### src/sv/kmd_pkg.sv
package kmd_pkg;

  // Default matrix size.
  localparam int KMD_ROWS = 8;
  localparam int KMD_COLS = 16;

  // Field widths of the item streams.
  localparam int ROW_W       = 3;
  localparam int COL_W       = 4;
  localparam int NOW_W       = 32;
  localparam int LOCK_W      = 16;
  localparam int IN_TDATA_W  = 40;
  localparam int OUT_TDATA_W = 8;

  // Lockout length after reset, in milliseconds.
  localparam logic [LOCK_W-1:0] LOCK_RESET = 16'd10;

  // Debounce phase of one key.
  typedef enum logic [1:0] {
    PH_RELEASED       = 2'd0,
    PH_PRESS_BOUNCE   = 2'd1,
    PH_PRESSED        = 2'd2,
    PH_RELEASE_BOUNCE = 2'd3
  } phase_t;

  // One entry of the key store.
  typedef struct packed {
    phase_t             phase;
    logic [NOW_W-1:0]   stamp;
  } key_entry_t;

  // Write request from the update stage to the key store.
  typedef struct packed {
    logic       en;
    key_entry_t entry;
  } key_wr_t;

endpackage

### src/sv/kmd_key_store.sv
module kmd_key_store #(
  parameter int NKEYS = 128,
  parameter int IDX_W = 7
) (
  input  logic                clk,
  input  logic                rst,
  input  logic                rd_en,
  input  logic [IDX_W-1:0]    rd_idx,
  output kmd_pkg::key_entry_t rd_entry,
  input  kmd_pkg::key_wr_t    wr,
  input  logic [IDX_W-1:0]    wr_idx
);
  import kmd_pkg::*;

  key_entry_t           mem [NKEYS];
  key_entry_t           rd_data;
  logic [IDX_W-1:0]     rd_idx_q;
  logic [NKEYS-1:0]     written;
  logic                 last_vld;
  logic [IDX_W-1:0]     last_idx;
  key_entry_t           last_entry;

  // Synchronous memory: one write port, one registered read port.
  always_ff @(posedge clk) begin
    if (wr.en) begin
      mem[wr_idx] <= wr.entry;
    end
    if (rd_en) begin
      rd_data <= mem[rd_idx];
    end
  end

  // Read address and the most recent write, kept for forwarding.
  always_ff @(posedge clk) begin
    if (rst) begin
      written  <= '0;
      last_vld <= 1'b0;
    end else begin
      if (wr.en) begin
        written[wr_idx] <= 1'b1;
        last_vld        <= 1'b1;
      end
    end
    if (rd_en) begin
      rd_idx_q <= rd_idx;
    end
    if (wr.en) begin
      last_idx   <= wr_idx;
      last_entry <= wr.entry;
    end
  end

  // The latest write to an address is always its current value, so it wins.
  // An entry never written since reset reads as released with a zero stamp.
  always_comb begin
    if (last_vld && (last_idx == rd_idx_q)) begin
      rd_entry = last_entry;
    end else if (!written[rd_idx_q]) begin
      rd_entry = '0;
    end else begin
      rd_entry = rd_data;
    end
  end

endmodule

### src/sv/key_matrix_debouncer.sv
// Eager debouncer for every key of a ROWS x COLS key matrix.
// Input items arrive on the s_axis channel, one raw sample of one key each:
// row, column, the pressed sample and the current millisecond time in tdata,
// and tlast marking the last sample of a full scan. Every input item gives
// exactly one result item on the m_axis channel: edge flag, the key's
// pressed view and the OR of edges over the current scan.
// The lockout length in milliseconds is written through cfg_we/cfg_wdata; the user
// must write it while no item is in flight, which the block does not enforce.
// An accepted item passes the update stage and the result register before
// it shows on m_axis. One item is accepted every cycle unless the pipe is
// full; per-key state lives in a store with a registered read, and a key
// sampled in back-to-back items gets the previous item's write forwarded.
// When the receiver stalls, the result register and the update stage hold
// and s_axis_tready drops only once both are full.
// Reset makes every key released with a zero stamp, clears the scan OR and
// sets the lockout to 10 ms; it takes effect at once, with no clearing pass.
module key_matrix_debouncer #(
  parameter int ROWS = kmd_pkg::KMD_ROWS,
  parameter int COLS = kmd_pkg::KMD_COLS
) (
  input  logic                                clk,
  input  logic                                rst,
  input  logic                                s_axis_tvalid,
  output logic                                s_axis_tready,
  // row [2:0], col [6:3], sample_down [7], now_ms [39:8]
  input  logic [kmd_pkg::IN_TDATA_W-1:0]      s_axis_tdata,
  // scan_end
  input  logic                                s_axis_tlast,
  output logic                                m_axis_tvalid,
  input  logic                                m_axis_tready,
  // edge_res [0], key_down [1], scan_changed [2], zero [7:3]
  output logic [kmd_pkg::OUT_TDATA_W-1:0]     m_axis_tdata,
  input  logic                                cfg_we,
  input  logic [kmd_pkg::LOCK_W-1:0]          cfg_wdata
);
  import kmd_pkg::*;

  // Row input has only ROW_W bits, so at most 2**ROW_W rows are reachable.
  localparam int ROWS_EFF = (ROWS < (1 << ROW_W)) ? ROWS : (1 << ROW_W);
  localparam int NKEYS    = ROWS_EFF * COLS;
  localparam int IDX_W    = (NKEYS > 1) ? $clog2(NKEYS) : 1;

  logic [ROW_W-1:0]   in_row;
  logic [COL_W-1:0]   in_col;
  logic               in_down;
  logic [NOW_W-1:0]   in_now;
  logic               in_fire;
  logic               in_range;
  logic [IDX_W-1:0]   in_idx;

  logic               s1_valid;
  logic               s1_range;
  logic [IDX_W-1:0]   s1_idx;
  logic               s1_down;
  logic [NOW_W-1:0]   s1_now;
  logic               s1_scan_end;
  logic               s1_fire;
  logic               out_free;

  logic [LOCK_W-1:0]  lockout_ms;
  logic               scan_accum;
  logic               out_valid;
  logic               out_edge;
  logic               out_key_down;
  logic               out_changed;

  key_entry_t         cur;
  key_entry_t         upd;
  key_wr_t            wr;
  logic [NOW_W-1:0]   elapsed;
  logic               lock_over;
  logic               edge_next;
  logic               key_down_next;
  logic               changed_next;

  // Unpack the input item.
  assign in_row  = s_axis_tdata[ROW_W-1:0];
  assign in_col  = s_axis_tdata[ROW_W+COL_W-1:ROW_W];
  assign in_down = s_axis_tdata[ROW_W+COL_W];
  assign in_now  = s_axis_tdata[ROW_W+COL_W+NOW_W:ROW_W+COL_W+1];

  // Handshake: the pipe moves whenever the result register is free.
  assign out_free      = !out_valid || m_axis_tready;
  assign s1_fire       = s1_valid && out_free;
  assign s_axis_tready = !s1_valid || out_free;
  assign in_fire       = s_axis_tvalid && s_axis_tready;

  // Key index of the sampled key; keys off the matrix map to entry zero.
  assign in_range = (int'(in_row) < ROWS) && (int'(in_col) < COLS);
  always_comb begin
    if (in_range) begin
      in_idx = IDX_W'(IDX_W'(in_row) * IDX_W'(COLS)) + IDX_W'(in_col);
    end else begin
      in_idx = '0;
    end
  end

  // Lockout register.
  always_ff @(posedge clk) begin
    if (rst) begin
      lockout_ms <= LOCK_RESET;
    end else if (cfg_we) begin
      lockout_ms <= cfg_wdata;
    end
  end

  // Update stage registers, loaded while the store read is in progress.
  always_ff @(posedge clk) begin
    if (rst) begin
      s1_valid <= 1'b0;
    end else if (s_axis_tready) begin
      s1_valid <= s_axis_tvalid;
    end
    if (in_fire) begin
      s1_range    <= in_range;
      s1_idx      <= in_idx;
      s1_down     <= in_down;
      s1_now      <= in_now;
      s1_scan_end <= s_axis_tlast;
    end
  end

  kmd_key_store #(
    .NKEYS (NKEYS),
    .IDX_W (IDX_W)
  ) u_store (
    .clk      (clk),
    .rst      (rst),
    .rd_en    (in_fire),
    .rd_idx   (in_idx),
    .rd_entry (cur),
    .wr       (wr),
    .wr_idx   (s1_idx)
  );

  // Lockout check with wrapping time difference.
  assign elapsed   = s1_now - cur.stamp;
  assign lock_over = elapsed >= {{(NOW_W-LOCK_W){1'b0}}, lockout_ms};

  // Phase step of the sampled key.
  always_comb begin
    upd       = cur;
    edge_next = 1'b0;
    case (cur.phase)
      PH_RELEASED: begin
        if (s1_down) begin
          upd.phase = PH_PRESS_BOUNCE;
          upd.stamp = s1_now;
          edge_next = 1'b1;
        end
      end
      PH_PRESS_BOUNCE: begin
        if (lock_over) begin
          upd.phase = PH_PRESSED;
        end
      end
      PH_PRESSED: begin
        if (!s1_down) begin
          upd.phase = PH_RELEASE_BOUNCE;
          upd.stamp = s1_now;
          edge_next = 1'b1;
        end
      end
      default: begin
        if (lock_over) begin
          upd.phase = PH_RELEASED;
        end
      end
    endcase
    if (!s1_range) begin
      edge_next = 1'b0;
    end
  end

  assign key_down_next = s1_range &&
                         ((upd.phase == PH_PRESS_BOUNCE) || (upd.phase == PH_PRESSED));
  assign changed_next  = scan_accum || edge_next;
  assign wr            = {s1_fire && s1_range, upd};

  // Scan accumulator and result register.
  always_ff @(posedge clk) begin
    if (rst) begin
      scan_accum <= 1'b0;
      out_valid  <= 1'b0;
    end else begin
      if (s1_fire) begin
        scan_accum <= s1_scan_end ? 1'b0 : changed_next;
      end
      if (out_free) begin
        out_valid <= s1_valid;
      end
    end
    if (s1_fire) begin
      out_edge     <= edge_next;
      out_key_down <= key_down_next;
      out_changed  <= changed_next;
    end
  end

  assign m_axis_tvalid = out_valid;
  assign m_axis_tdata  = {{(OUT_TDATA_W-3){1'b0}}, out_changed, out_key_down, out_edge};

endmodule

### config.mk
export PLATFORM = sky130hd
export DESIGN_NAME = key_matrix_debouncer
export DESIGN_NICKNAME = d
export VERILOG_FILES = /design/src/sv/kmd_pkg.sv /design/src/sv/kmd_key_store.sv /design/src/sv/key_matrix_debouncer.sv
export SDC_FILE = /design/constraint.sdc
export NUM_CORES = 2
export LEC_CHECK = 0
export BUFFER_PORTS_ARGS = -buffer_cell sky130_fd_sc_hd__buf_2
export CAP_MARGIN = 20
export CELL_PAD_IN_SITES_DETAIL_PLACEMENT = 2
export CELL_PAD_IN_SITES_GLOBAL_PLACEMENT = 2
export CORE_MARGIN = 2
export CORE_UTILIZATION = 54
export CTS_BUF_LIST = sky130_fd_sc_hd__clkbuf_4
export CTS_CLUSTER_SIZE = 30
export DETAILED_ROUTE_END_ITERATION = 8
export GPL_TIMING_DRIVEN = 0
export PLACE_DENSITY_LB_ADDON = 0.2
export SETUP_SLACK_MARGIN = 0.2
export SLEW_MARGIN = 20
export SYNTH_ARGS = -nofsm -noshare
export SYNTH_HDL_FRONTEND = slang
export SYNTH_MEMORY_MAX_BITS = 65536
export SYNTH_SLANG_ARGS = --single-unit
### constraint.sdc
create_clock -name clk -period 13.95 [get_ports clk]
set_input_delay 2.79 -clock clk [delete_from_list [all_inputs] [get_ports clk]]
set_output_delay 2.79 -clock clk [all_outputs]
set_load 0.02 [all_outputs]
==> results of run 1 <==
==> Yosys cell counts (all sizes together), types with 12 or more instances <==
master / number / area share (%)
ha: 47 / 0.33
nor2: 301 / 0.64
dfxtp: 148 / 1.7
xnor2: 14 / 0.073
o21ai: 30 / 0.084
edfxtp: 4471 / 76
nand3: 18 / 0.051
mux4: 1444 / 18
a21o: 13 / 0.055
mux2i: 52 / 0.29
o21a: 79 / 0.33
nor3: 16 / 0.045
inv: 64 / 0.14
mux2: 49 / 0.31
xor2: 12 / 0.059
a221oi: 13 / 0.071
clkbuf: 263 / 0.56
buf: 141 / 0.40
nand2: 97 / 0.21
a21oi: 71 / 0.20
==> logic make-up after synthesis <==
kind of cell / after synthesis
muxes: 1545
DFF: 4619
AOI/OAI and AO/OA: 286
other: 1
and+or+nand+nor: 494
buffers and inverters: 470
adders and majority gates: 48
xor gates and xnor gates: 26
==> per-stage QoR <==
stage	setup TNS, ns	instances	hold WS [ns]	cell area, µm²
2_1_floorplan	0	7493	0.4095	177800
3_3_place_gp	-837.35	11900	0.4428	183500
==> flow_summary.json, run 1 <==
{
  "die_x_um": 577.7,
  "synth_edf_count": 4471,
  "initial_core_util_pct": 54.29,
  "error_line": "[ERROR DPL-0033] detailed placement checks failed during check placement.",
  "yosys.area_share.simple_pct": 1.188,
  "placementRows": 210,
  "ys_types": 79,
  "synthCells": 7489,
  "place_hpwl_mm": 570.0,
  "io_buffers": 64,
  "gp_congestion": 0.8994,
  "fp.dieH_um": 577.7,
  "avgSynthCellArea_um2": 23.73,
  "synth_top_family_by_area": "multiplexers",
  "syn-cell-area_um2": 177700,
  "synth_ff_type": "edfxtp_1",
  "status": "stopped before the end",
  "ys_seq_area_share_pct": 77.20,
  "synth.mux.area_fraction_pct": 18.90,
  "ys_warn_count": 0,
  "synth_xor_area_share_pct": 0.1323,
  "ys_ff_latch": 4619,
  "synthAdderAreaFrac_pct": 0.3421,
  "lastStage": "detailed placement",
  "async_flop_share_pct": 0,
  "synth_compound_gate_area_share_pct": 1.134,
  "io_pins": 72
}
==> run 2, diff against run 1 <==
CELL_PAD_IN_SITES_DETAIL_PLACEMENT = default   (was 2)
CELL_PAD_IN_SITES_GLOBAL_PLACEMENT = default   (was 2)
CORE_UTILIZATION = 40   (was 54)
CTS_BUF_LIST = default   (was sky130_fd_sc_hd__clkbuf_4)
CTS_CLUSTER_SIZE = default   (was 30)
PLACE_DENSITY_LB_ADDON = 0.15   (was 0.2)
SETUP_SLACK_MARGIN = default   (was 0.2)
==> run 2 against run 1 <==
  * The flow now finishes without violations
  * Synthesized cell count stayed put
  * Area after synthesis stayed put
==> flow_summary.json, run 2 <==
{
  "status": "complete, no violations",
  "finalSetupTns_ns": 0,
  "fillers": 35690,
  "placementRows": 244,
  "ys_warn_count": 0,
  "syn2layout_area_growth_pct": 19.40,
  "cts-hold-fix-buffers": 0,
  "p_total_mw": 31.06,
  "io_pins": 72,
  "cts_buffers": 467,
  "synthMostInstantiatedCell": "edfxtp_1",
  "synth_top_area_share_pct": 75.54,
  "max_freq_ghz": 0.09745,
  "reg.largest.list": "u_store.mem: 4352 flops, u_store.written: 128 flops",
  "fin_crit_ns": 10.26,
  "fin_hold_ws_ns": 0.4573,
  "ys_ff_latch": 4619,
  "skew_ns": 0.04837,
  "cp_max_fo": 20,
  "num_vias": 85790,
  "layout_commonest_cell": "edfxtp_1",
  "synth_edf_count": 4471,
  "io_buffers": 64,
  "cts_resized": 0,
  "cts_setup_buffers": 0,
  "async_flop_share_pct": 0,
  "drc_errors": 0,
  "cap_violations": 0,
  "rr_worst_depth": 35,
  "power_density_nw_per_um2": 146.4,
  "overflow": 0,
  "endpoint": "u_store.mem[70][33]",
  "slew_viol_final": 0,
  "finalCritPeriodShare_pct": 73.56,
  "clk_pin_slew_ns": 0.06,
  "htree_levels": 5,
  "die_area_um2": 449700,
  "syn-cell-area_um2": 177700,
  "mostFrequentLayoutCells": "4,471 x edfxtp_1, 1,444 x mux4_2, 479 x clkbuf_16",
  "coreArea_um2": 442100,
  "largest_reg_flops": 4352,
  "clock-sinks": 4619,
  "root_buffer": "clkbuf_16",
  "first_pass_iters": 5,
  "synthCells": 7489,
  "startpoint": "u_store.rd_idx_q[3]",
  "grt_max_degree": 114,
  "crit_path_max_incr_delay_ns": 0.95,
  "synth_area_leaders": "edfxtp_1 76%, mux4_2 18%, dfxtp_1 1.7%",
  "clk_path_buf_depth": 4,
  "clk-insertion-delay-late_ns": 1.01,
  "ys_types": 79,
  "final_core_util_pct": 48.01,
  "startpoint_type": "flop",
  "fp.dieH_um": 670.6,
  "cts_tree": "built",
  "initial_core_util_pct": 40.21,
  "r2r_setup_slack_ns": 3.69,
  "gp_congestion": 0.9287,
  "wl_per_cell_um": 34.53,
  "required_ns": 14.77,
  "setup_slack_ns": 3.689,
  "yosys-top-cells-count": "4,471 x edfxtp_1, 1,444 x mux4_2, 301 x nor2_1, 263 x clkbuf_1, 148 x dfxtp_1",
  "multi_input_area_um2": 39960,
  "hp-class": "flop to flop",
  "grt_pass1_vias": 86740,
  "top_register": "u_store.mem",
  "drtIter0Drc": 11340,
  "drt_wl_total_mm": 511.2,
  "avgSynthCellArea_um2": 23.73,
  "reg2reg_from": "u_store.rd_idx_q[3]",
  "dpl_worst_slack_ns": 3.981,
  "detail_route.vias_per_cell": 5.794,
  "synth_ff_type": "edfxtp_1",
  "arrival_ns": 11.08,
  "rsz0062_at_grt": "false",
  "crit_path_end_kind": "flop",
  "regArea_um2": 137200,
  "ant_nets": 0,
  "track_usage_pct": 22.52,
  "slowest_stage": "nand4_1",
  "worstReg2RegEnd": "u_store.mem[70][33]",
  "ys_seq_area_share_pct": 77.20,
  "worstMarginPinSlew_ns": 1.211,
  "hold_viol": 0,
  "yosys.area.top_type": "edfxtp_1",
  "die_x_um": 670.6,
  "grt_pass1_wl_mm": 704.1,
  "place_hpwl_mm": 365.5,
  "setup_viol": 0,
  "vdd_ir_drop_max_mv": 0.1169,
  "antenna_found_initial": 70,
  "slew_headroom_pct": 19.28,
  "layout.nets": 8592,
  "p_leak_nw": 66.85,
  "drive_gt1_share_pct": 34.28,
  "worst-setup-path-type": "flop to flop"
}
==> run 2: cell counts after synthesis <==
Identical to the previous run, type by type.
==> run 2: logic make-up (layout without fill, tap and decap cells) <==
group / Yosys count / in the layout / share of synthesized area [%]
xor gates and xnor gates: 26 / 26 / 0.1323
and+or+nand+nor: 494 / 494 / 1.188
muxes: 1545 / 1545 / 18.90
DFF: 4619 / 4619 / 77.20
buffers and inverters: 470 / 1851 / 1.092
adders and majority gates: 48 / 48 / 0.3421
AOI/OAI and AO/OA: 286 / 286 / 1.134
other: 1 / 33 / 0.002110
==> run 2: power breakdown <==
group	internal, mW	leakage (nW)	switching [mW]	total, mW
logic	0.988	17.3	1.70	2.69
clock network	7.36	7.54	5.31	12.7
registers	15.7	42.0	0.0257	15.7
==> run 2: final cells by class <==
class                           count  area share (%)
Antenna cell                       28         0.03302
Buffer                            404          0.8596
Clock buffer                      564           5.841
Clock inverter                    297           1.420
Inverter                           66          0.1173
Multi-Input combinational cell   2404           18.83
Sequential cell                  4619           64.66
Tap cell                         5904           3.481
Timing Repair Buffer              520           4.754
==> run 2: worst max-delay path, delay by kind of cell (launching register included) <==
family,cells,cell delay (ns)
AO/OA/AOI/OAI,13,3.84
XOR/XNOR,2,0.77
adder cells (fa/ha/maj),3,1.06
buffers and inverters,7,1.52
flip-flops,1,0.41
multiplexers,1,0.10
AND/OR/NAND/NOR,9,2.32
==> run 2: metal layers <==
| metal | track usage [%] | routed length, µm | up-vias |
|---|---|---|---|
| met3 | 3.779 | 38900 | 652 |
| met1 | 32.49 | 215700 | 47330 |
| met5 | 0 | 48 | - |
| met2 | 35.33 | 240000 | 3528 |
| met4 | 6.929 | 16580 | 8 |
| li1 | - | - | 34270 |
==> run 2: stage by stage <==
step | std cells | instance area [µm²]
floorplan | 7493 | 177800
finish | 14810 | 212200
CTS | 14770 | 212000
global placement | 13460 | 185500
detailed placement | 13910 | 196600
global route | 14780 | 212200
==> run 2: worst min path at each step <==
stage / start / cells after the start / to
after global routing: u_store.rd_idx_q[5] / 0 / u_store.last_idx[5]
after global placement: u_store.rd_idx_q[5] / 0 / u_store.last_idx[5]
after floorplan: s1_scan_end / 1 / scan_accum
after CTS: u_store.rd_idx_q[5] / 0 / u_store.last_idx[5]
final: u_store.rd_idx_q[5] / 0 / u_store.last_idx[5]
after detailed placement: u_store.written[20] / 1 / u_store.written[20]
Power figures use the tool's default switching activity.
